## src/sv/brd_pkg.sv

```systemverilog
// shared types and constants for the bit vector rank dictionary
// no dependencies; used by brd_popadd, brd_store and bitvector_rank_dictionary

package brd_pkg;

	localparam int WORD_BITS    = 32;
	localparam int BIT_POS_W    = 5;
	localparam int IDX_W        = 10;
	localparam int LEN_W        = 11;
	localparam int POP_W        = 6;
	localparam int MAX_BITS_DEF = 1024;
	localparam logic [LEN_W-1:0] LEN_RESET = 11'd1024;

	typedef enum logic [1:0] {
		OP_SET    = 2'd0,
		OP_BUILD  = 2'd1,
		OP_ACCESS = 2'd2,
		OP_RANK   = 2'd3
	} op_t;

	typedef enum logic [2:0] {
		ST_CLEAR,
		ST_IDLE,
		ST_READ,
		ST_EXEC,
		ST_FIN,
		ST_BUILD_RD,
		ST_BUILD_WR
	} brd_state_t;

	typedef struct packed {
		logic word_we;
		logic sum_we;
	} brd_store_ctrl_t;

endpackage

```

## src/sv/brd_popadd.sv

```systemverilog
// shared count unit: optional low-bit mask, 32-bit popcount tree, add to a base
// depends on brd_pkg

module brd_popadd (
	input  logic [brd_pkg::WORD_BITS-1:0] word,
	input  logic                          mask_en,
	input  logic [brd_pkg::BIT_POS_W-1:0] bit_pos,
	input  logic [brd_pkg::LEN_W-1:0]     base,
	output logic [brd_pkg::LEN_W-1:0]     sum
);

	logic [brd_pkg::WORD_BITS-1:0] masked;
	logic [1:0] lvl1 [16];
	logic [2:0] lvl2 [8];
	logic [3:0] lvl3 [4];
	logic [4:0] lvl4 [2];
	logic [brd_pkg::POP_W-1:0] pop;

	// keep only bits strictly below bit_pos when masking
	assign masked = mask_en ? (word & ~({brd_pkg::WORD_BITS{1'b1}} << bit_pos)) : word;

	always_comb begin
		for (int i = 0; i < 16; i++) begin
			lvl1[i] = {1'b0, masked[2*i]} + {1'b0, masked[2*i+1]};
		end
		for (int i = 0; i < 8; i++) begin
			lvl2[i] = {1'b0, lvl1[2*i]} + {1'b0, lvl1[2*i+1]};
		end
		for (int i = 0; i < 4; i++) begin
			lvl3[i] = {1'b0, lvl2[2*i]} + {1'b0, lvl2[2*i+1]};
		end
		for (int i = 0; i < 2; i++) begin
			lvl4[i] = {1'b0, lvl3[2*i]} + {1'b0, lvl3[2*i+1]};
		end
		pop = {1'b0, lvl4[0]} + {1'b0, lvl4[1]};
	end

	assign sum = base + brd_pkg::LEN_W'(pop);

endmodule

```

## src/sv/brd_store.sv

```systemverilog
// word memory and prefix sum memory, one write and one registered read each
// depends on brd_pkg

module brd_store #(
	parameter int WORD_COUNT = brd_pkg::MAX_BITS_DEF / brd_pkg::WORD_BITS,
	parameter int WAW        = 5
) (
	input  logic                          clk,
	input  brd_pkg::brd_store_ctrl_t      ctrl,
	input  logic [WAW-1:0]                wr_addr,
	input  logic [WAW-1:0]                rd_addr,
	input  logic [brd_pkg::WORD_BITS-1:0] word_wdata,
	input  logic [brd_pkg::LEN_W-1:0]     sum_wdata,
	output logic [brd_pkg::WORD_BITS-1:0] word_rdata,
	output logic [brd_pkg::LEN_W-1:0]     sum_rdata
);

	logic [brd_pkg::WORD_BITS-1:0] word_mem [WORD_COUNT];
	logic [brd_pkg::LEN_W-1:0]     sum_mem  [WORD_COUNT];

	always_ff @(posedge clk) begin
		if (ctrl.word_we) begin
			word_mem[wr_addr] <= word_wdata;
		end
		word_rdata <= word_mem[rd_addr];
	end

	always_ff @(posedge clk) begin
		if (ctrl.sum_we) begin
			sum_mem[wr_addr] <= sum_wdata;
		end
		sum_rdata <= sum_mem[rd_addr];
	end

endmodule

```

## src/sv/bitvector_rank_dictionary.sv

```systemverilog
// top level of the bit vector rank dictionary: sequencer, request latch, result register
// depends on brd_pkg, brd_store and brd_popadd

// A bit vector of MAX_BITS bits kept as 32-bit words, each with a stored count
// of the ones in all lower words. Requests: set (mark one bit), build (recompute
// every prefix count), access (read one bit) and rank (ones or zeros strictly
// below an index, from the stored prefix count plus a masked popcount of the
// word). Prefix counts only change on build, so rank after set and before build
// sees the old counts. An index not below bit_length or MAX_BITS flags
// index_error and changes nothing. One request is handled at a time; in_ready is
// low while it runs. Set, access and rank pass through a memory read state, a state
// through the shared popcount/add unit and a state that loads the result register,
// which waits while the last result is not yet taken; a bad index goes straight to
// the result register state; build walks the words through the same unit, reading
// each word and then writing its prefix count. After reset a clearing pass zeroes
// both memories before the first request is taken; bit_length writes are taken at any time.

module bitvector_rank_dictionary #(
	parameter int MAX_BITS = brd_pkg::MAX_BITS_DEF
) (
	input  logic                          clk,
	input  logic                          arst_n,
	// configuration
	input  logic                          cfg_write_en,
	input  logic [brd_pkg::LEN_W-1:0]     cfg_write_data,
	// request channel
	input  logic                          in_valid,
	output logic                          in_ready,
	input  logic [1:0]                    operation,
	input  logic [brd_pkg::IDX_W-1:0]     bit_index,
	input  logic                          count_ones,
	// result channel
	output logic                          out_valid,
	input  logic                          out_ready,
	output logic                          bit_value,
	output logic [brd_pkg::LEN_W-1:0]     rank_count,
	output logic                          index_error
);

	localparam int WORD_COUNT = (MAX_BITS + brd_pkg::WORD_BITS - 1) / brd_pkg::WORD_BITS;
	localparam int WAW        = (WORD_COUNT > 1) ? $clog2(WORD_COUNT) : 1;
	localparam logic [WAW-1:0] LAST_WORD = WAW'(WORD_COUNT - 1);
	localparam logic [16:0]    MAX_BITS_W = 17'(MAX_BITS);

	brd_pkg::brd_state_t state_q, state_d;

	// bit_length register
	logic [brd_pkg::LEN_W-1:0] len_q;

	// latched request
	brd_pkg::op_t              op_q;
	logic [brd_pkg::IDX_W-1:0] idx_q;
	logic                      ones_sel_q;
	logic                      err_q;

	// word counter for clearing pass and build, running prefix sum for build
	logic [WAW-1:0]            w_q;
	logic [brd_pkg::LEN_W-1:0] acc_q;

	// values from the execute step
	logic                      val_q;
	logic [brd_pkg::LEN_W-1:0] ones_q;

	// result register
	logic                      out_valid_q;
	logic                      bit_value_q;
	logic [brd_pkg::LEN_W-1:0] rank_count_q;
	logic                      index_error_q;

	// memory and shared unit hookup
	brd_pkg::brd_store_ctrl_t      st_ctrl;
	logic [WAW-1:0]                wr_addr, rd_addr, req_word;
	logic [brd_pkg::WORD_BITS-1:0] word_wdata, word_rdata;
	logic [brd_pkg::LEN_W-1:0]     sum_wdata, sum_rdata;
	logic                          pa_mask_en;
	logic [brd_pkg::LEN_W-1:0]     pa_base, pa_sum;

	logic                      in_fire, out_free, bad_idx;
	brd_pkg::op_t              in_op;
	logic [brd_pkg::LEN_W-1:0] rank_res;

	assign in_op    = brd_pkg::op_t'(operation);
	assign in_fire  = in_valid && in_ready;
	assign out_free = !out_valid_q || out_ready;
	assign req_word = WAW'(idx_q[brd_pkg::IDX_W-1:brd_pkg::BIT_POS_W]);

	// index must sit below both the configured length and the storage size
	assign bad_idx = ({1'b0, bit_index} >= len_q) || (17'(bit_index) >= MAX_BITS_W);

	// ones below the index, or zeros as index minus ones
	assign rank_res = ones_sel_q ? ones_q : ({1'b0, idx_q} - ones_q);

	brd_store #(
		.WORD_COUNT(WORD_COUNT),
		.WAW       (WAW)
	) u_store (
		.clk       (clk),
		.ctrl      (st_ctrl),
		.wr_addr   (wr_addr),
		.rd_addr   (rd_addr),
		.word_wdata(word_wdata),
		.sum_wdata (sum_wdata),
		.word_rdata(word_rdata),
		.sum_rdata (sum_rdata)
	);

	// one popcount/add unit serves both rank and build
	brd_popadd u_popadd (
		.word   (word_rdata),
		.mask_en(pa_mask_en),
		.bit_pos(idx_q[brd_pkg::BIT_POS_W-1:0]),
		.base   (pa_base),
		.sum    (pa_sum)
	);

	// next state
	always_comb begin
		state_d = state_q;
		case (state_q)
			brd_pkg::ST_CLEAR: begin
				if (w_q == LAST_WORD) state_d = brd_pkg::ST_IDLE;
			end
			brd_pkg::ST_IDLE: begin
				if (in_fire) begin
					if (in_op == brd_pkg::OP_BUILD) state_d = brd_pkg::ST_BUILD_RD;
					else if (bad_idx)               state_d = brd_pkg::ST_FIN;
					else                            state_d = brd_pkg::ST_READ;
				end
			end
			brd_pkg::ST_READ:     state_d = brd_pkg::ST_EXEC;
			brd_pkg::ST_EXEC:     state_d = brd_pkg::ST_FIN;
			brd_pkg::ST_FIN: begin
				if (out_free) state_d = brd_pkg::ST_IDLE;
			end
			brd_pkg::ST_BUILD_RD: state_d = brd_pkg::ST_BUILD_WR;
			brd_pkg::ST_BUILD_WR: begin
				if (w_q == LAST_WORD) state_d = brd_pkg::ST_FIN;
				else                  state_d = brd_pkg::ST_BUILD_RD;
			end
			default:              state_d = brd_pkg::ST_CLEAR;
		endcase
	end

	// outputs of the sequencer
	always_comb begin
		in_ready     = 1'b0;
		st_ctrl      = '0;
		wr_addr      = w_q;
		rd_addr      = req_word;
		word_wdata   = word_rdata | (brd_pkg::WORD_BITS'(1) << idx_q[brd_pkg::BIT_POS_W-1:0]);
		sum_wdata    = acc_q;
		pa_mask_en   = 1'b1;
		pa_base      = sum_rdata;
		case (state_q)
			brd_pkg::ST_CLEAR: begin
				st_ctrl.word_we = 1'b1;
				st_ctrl.sum_we  = 1'b1;
				word_wdata      = '0;
				sum_wdata       = '0;
			end
			brd_pkg::ST_IDLE: begin
				in_ready = 1'b1;
			end
			brd_pkg::ST_EXEC: begin
				// set writes the word back with the new bit
				wr_addr         = req_word;
				st_ctrl.word_we = (op_q == brd_pkg::OP_SET);
			end
			brd_pkg::ST_BUILD_RD: begin
				rd_addr = w_q;
			end
			brd_pkg::ST_BUILD_WR: begin
				st_ctrl.sum_we = 1'b1;
				pa_mask_en     = 1'b0;
				pa_base        = acc_q;
			end
			default: begin
			end
		endcase
	end

	// control registers
	always_ff @(posedge clk or negedge arst_n) begin
		if (!arst_n) begin
			state_q     <= brd_pkg::ST_CLEAR;
			len_q       <= brd_pkg::LEN_RESET;
			w_q         <= '0;
			out_valid_q <= 1'b0;
		end else begin
			state_q <= state_d;
			if (cfg_write_en) len_q <= cfg_write_data;
			case (state_q)
				brd_pkg::ST_CLEAR:    w_q <= w_q + WAW'(1);
				brd_pkg::ST_IDLE:     w_q <= '0;
				brd_pkg::ST_BUILD_WR: w_q <= w_q + WAW'(1);
				default: begin
				end
			endcase
			if (state_q == brd_pkg::ST_FIN && out_free) out_valid_q <= 1'b1;
			else if (out_ready)                         out_valid_q <= 1'b0;
		end
	end

	// request latch, working values and result payload
	always_ff @(posedge clk) begin
		if (in_fire) begin
			op_q       <= in_op;
			idx_q      <= bit_index;
			ones_sel_q <= count_ones;
			err_q      <= (in_op != brd_pkg::OP_BUILD) && bad_idx;
			acc_q      <= '0;
		end
		if (state_q == brd_pkg::ST_EXEC) begin
			val_q  <= word_rdata[idx_q[brd_pkg::BIT_POS_W-1:0]];
			ones_q <= pa_sum;
		end
		if (state_q == brd_pkg::ST_BUILD_WR) begin
			acc_q <= pa_sum;
		end
		if (state_q == brd_pkg::ST_FIN && out_free) begin
			bit_value_q   <= !err_q && (op_q == brd_pkg::OP_ACCESS) && val_q;
			rank_count_q  <= (!err_q && op_q == brd_pkg::OP_RANK) ? rank_res : '0;
			index_error_q <= err_q;
		end
	end

	assign out_valid   = out_valid_q;
	assign bit_value   = bit_value_q;
	assign rank_count  = rank_count_q;
	assign index_error = index_error_q;

endmodule

```

## config.mk

```make
export PLATFORM = sky130hd
export DESIGN_NAME = bitvector_rank_dictionary
export DESIGN_NICKNAME = d
export VERILOG_FILES = /design/src/sv/brd_pkg.sv /design/src/sv/brd_popadd.sv /design/src/sv/brd_store.sv /design/src/sv/bitvector_rank_dictionary.sv
export SDC_FILE = /design/constraint.sdc
export NUM_CORES = 2
export LEC_CHECK = 0
export ABC_CLOCK_PERIOD_IN_PS = 9000
export BUFFER_PORTS_ARGS = -buffer_cell sky130_fd_sc_hd__buf_2
export CORE_UTILIZATION = 35
export DETAILED_ROUTE_END_ITERATION = 16
export GPL_TIMING_DRIVEN = 0
export PLACE_DENSITY_LB_ADDON = 0.1
export SLEW_MARGIN = 20
export SYNTH_ARGS = -nofsm -noshare
export SYNTH_HDL_FRONTEND = slang
export SYNTH_HIERARCHICAL = 1
export SYNTH_SLANG_ARGS = --single-unit
```

## constraint.sdc

```tcl
create_clock -name clk -period 9 [get_ports clk]
set_input_delay 1.35 -clock clk [delete_from_list [all_inputs] [get_ports clk]]
set_output_delay 1.35 -clock clk [all_outputs]
set_load 0.01 [all_outputs]
```

==> metrics.md <==
| Metric | Value |
|---|---|
| Die Y | `roughly 420 µm` |
| Seq/Total Area, Yosys | `0.7303` |
| Outcome | `finished clean` |
| Critical Path Max Stage Delay | `670 ps` |
| IO Port Bufs | `42` |
| Hold path depth | `0` |
| Non-Filler Instances | `6,420` |
| Sink Count | `1,489` |
| Vias in the first global route | `between 30k and 40k` |
| Leak | `25.05 nW` |
| Nets | `4,078` |
| RSZ-0062 raised after global routing | `false` |
| Dpl cells | `6,132` |
| Filler Cell Count | `15.51k` |
| Worst-case hold slack | `491.1 ps` |
| Max Slew Vio Count | `0` |
| Synth Net Count | `about 3.8k` |
| GP Congestion | `between 0.8 and 0.9` |
| Grt total ovfl | `0` |
| Worst-path fanout max | `18` |
| Worst reg-to-reg setup slack | `710 ps` |
| Final Hold Viols | `0` |
| Drt initial violations | `between 2k and 3k` |
| Vias per inst | `5.105` |
| Tot GR Track Use | `0.1942` |
| Vias post-DR | `32.78k` |
| Worst path bufs/invs | `6` |
| Synthesized area per cell | `~16 µm²` |
| Final cell area excluding filler cells | `70,740 µm²` |
| Tcrit/Tclk final | `0.9215` |
| CTS buffer count | `161` |
| Worst VDD drop | `0.7039 mV` |
| R2R depth | `24` |
| Htree depth | `4` |
| Slew margin rel. | `0.2319` |
| Worst clock skew | `25.74 ps` |
| Area Overhead vs Synth | `16.91%` |
| Power Density | `360.7 nW/µm²` |
| FP Rows | `around 150` |
| Setup Viol. Count Final | `0` |
| Clock transition at path regs | `60 ps` |
| Detailed Routing Iterations Pass 1 | `5` |
| Commonest non-fill, non-tap cell in the layout | `edfxtp_1` |
| Min Clock Period, post-route | `8294 ps` |
| Clk buf depth | `3` |
| Synth Instances | `roughly 3.7k` |
| Netlist Area Pre-Place | `60,500 µm²` |
| Commonest cells after routing, fill and taps aside | `edfxtp_1 (1,426), mux2i_1 (690), nand2_1 (226)` |
| First-pass GRT wire length | `approximately 240 mm` |
| Crit path from | `state_q[2]` |
| Chip Width | `417.8 µm` |
| Io pins | `44` |
| Clk Tree Root Cell | `clkbuf_16` |
| Maximum clock frequency | `120.6 MHz` |
| Asr flop ratio synth | `0.01343` |
| Worst-path cell chain | `clkbuf_1 -> nor2b_1 -> and2_0 -> inv_1 -> clkbuf_1 -> nand2b_1 -> or3_1 -> o21ai_0 -> fa_1 -> inv_1 -> fa_1 -> fa_1 -> fa_1 -> inv_1 -> fa_1 -> fa_1 -> inv_1 -> fa_1 -> fa_1 -> a211oi_1 -> nor2_1 -> o41ai_2 -> o211ai_1 -> and3_1` |
| Share of Yosys cell area claimed by the top area cell type | `0.7078` |
| Setup WS pre-CTS | `766.6 ps` |
| Core ar. | `171,700 µm²` |
| CP endpoint | `acc_q[10]` |
| Post-Place Cell Area | `around 66,000 µm²` |
| Slew of the pin with the lowest slew margin | `1149 ps` |
| Die area | `174,500 µm²` |
| Startpoint types | `register` |
| CP Data Arrival Time | `8840 ps` |
| Final setup margin | `706.3 ps` |
| Worst EP required | `9550 ps` |
| Top cells by area, synth | `edfxtp_1 (71%), mux2i_1 (11%), a22oi_1 (1.6%)` |
| YS warnings | `6` |
| WL final | `169.0 mm` |
| Setup CP Type | `reg -> reg` |
| Worst R2R End | `acc_q[10]` |
| Post-CTS Hold Buffers | `0` |
| Setup bufs post-CTS | `0` |
| Yosys top cell by area | `edfxtp_1` |
| Worst-Skew Late Latency | `between 700 and 800 ps` |
| CP endpoint kind | `register` |
| EDFF count, synth | `1,426` |
| Initial antenna violation count | `3` |
| Synth unique cells | `60` |
| Largest net degree at the start of global routing | `33` |
| Setup_tns | `0 ps` |
| Top delay family on crit path | `adder cells` |
| Slowest-stage cell, CP | `clkbuf_1` |
| Share of layout cells above drive strength 1 | `0.1451` |
| Worst path depth | `24` |
| Synth Flop Type | `edfxtp_1` |
| CTS tree | `done` |
| Max-cap viol count | `0` |
| Worst hold-check path type | `reg -> reg` |
| Initial core utilization | `0.3523` |
| HPWL after detailed placement | `119.4 mm` |
| DRT antenna net count | `0` |
| Resize count post-CTS | `0` |
| #FFs+latches synth | `1,489` |
| DRC | `0` |
| Critical path's most frequent cell | `fa_1` |
| WL/cell | `26.32 µm` |
| Worst R2R Start | `state_q[2]` |
==> cell families after synthesis <==
| group | after synthesis | share of synthesized area |
|---|---|---|
| flops | 1489 | 0.7303 |
| mux | 708 | 0.1194 |
| simple gates | 643 | 0.04835 |
| compound gates | 532 | 0.05821 |
| buf+inv | 261 | 0.02519 |
| fa+ha+maj | 64 | 0.01659 |
| xor+xnor | 14 | 0.002027 |
==> Yosys cell counts, types with 7 or more instances <==
master	instances
a21boi_0	9
a21oi_1	179
a22o_1	89
a22oi_1	131
a31oi_1	43
and2_1	8
and3_1	16
buf_2	57
buf_4	35
buf_6	30
buf_8	10
clkbuf_1	73
dfrtp_1	19
dfxtp_1	43
edfxtp_1	1426
fa_1	27
ha_1	37
inv_1	52
mux2_2	8
mux2i_1	690
mux4_2	10
nand2_1	226
nand2b_1	10
nand3_1	139
nand3b_1	8
nor2_1	131
nor2b_1	23
nor3_1	54
o21ai_0	41
xnor2_1	7
xor2_1	7
==> layout make-up <==
type | instances | area [µm²] | share of cell area
repair buffers | 111 | 1789 | 0.02529
clock inverters | 76 | 559.3 | 0.007907
inverters | 52 | 195.2 | 0.002759
clock buffers | 209 | 4354 | 0.06156
plain buffers | 209 | 1335 | 0.01887
well taps | 2310 | 2890 | 0.04086
multi-input cells | 1961 | 15420 | 0.2180
flip-flops and latches | 1489 | 44180 | 0.6246
diodes | 3 | 7.507 | 0.0001061
==> flip-flops by register name (all words and copies together) (netlist names), 5 cells and up <==
| name | count |
|---|---|
| acc_q | 11 |
| idx_q | 10 |
| len_q | 11 |
| ones_q | 11 |
| rank_count | 11 |
| u_store/sum_mem | 352 |
| u_store/sum_rdata | 11 |
| u_store/word_mem | 1024 |
| u_store/word_rdata | 32 |
| w_q | 5 |
==> where the power goes <==
group / internal (mW) / switching, mW / leakage, nW / total (mW)
sequential: 9.64 / 0.313 / 13.6 / 9.95
combinational: 3.12 / 6.20 / 9.00 / 9.33
clock: 3.59 / 2.65 / 2.40 / 6.24
total: 16.4 / 9.16 / 25.0 / 25.5
==> stage by stage <==
stage	total power [mW]	utilization
floorplan	15.35	-
global placement	18.78	0.3704
detailed placement	19.50	0.3831
CTS	25.80	0.4117
global route	26.85	0.4118
finish	25.51	0.4119
==> routing by layer <==
| metal | wire length [µm] | track usage | vias up | share of wire |
|---|---|---|---|---|
| met5 | 0 | 0 | - | 0 |
| met4 | 3885 | 0.05358 | 0 | 0.023 |
| met3 | 7634 | 0.02955 | 217 | 0.045 |
| met2 | 81040 | 0.3202 | 727 | 0.48 |
| met1 | 76410 | 0.2660 | 16870 | 0.45 |
| li1 | - | - | 14960 | - |
==> worst min path at each step <==
| stage | from | endpoint |
|---|---|---|
| after floorplan | err_q | index_error |
| after global placement | err_q | index_error |
| after detailed placement | err_q | index_error |
| after CTS | arst_n | w_q[3] |
| after global routing | err_q | index_error |
| final | err_q | index_error |
(Power assumes the default switching activity.)
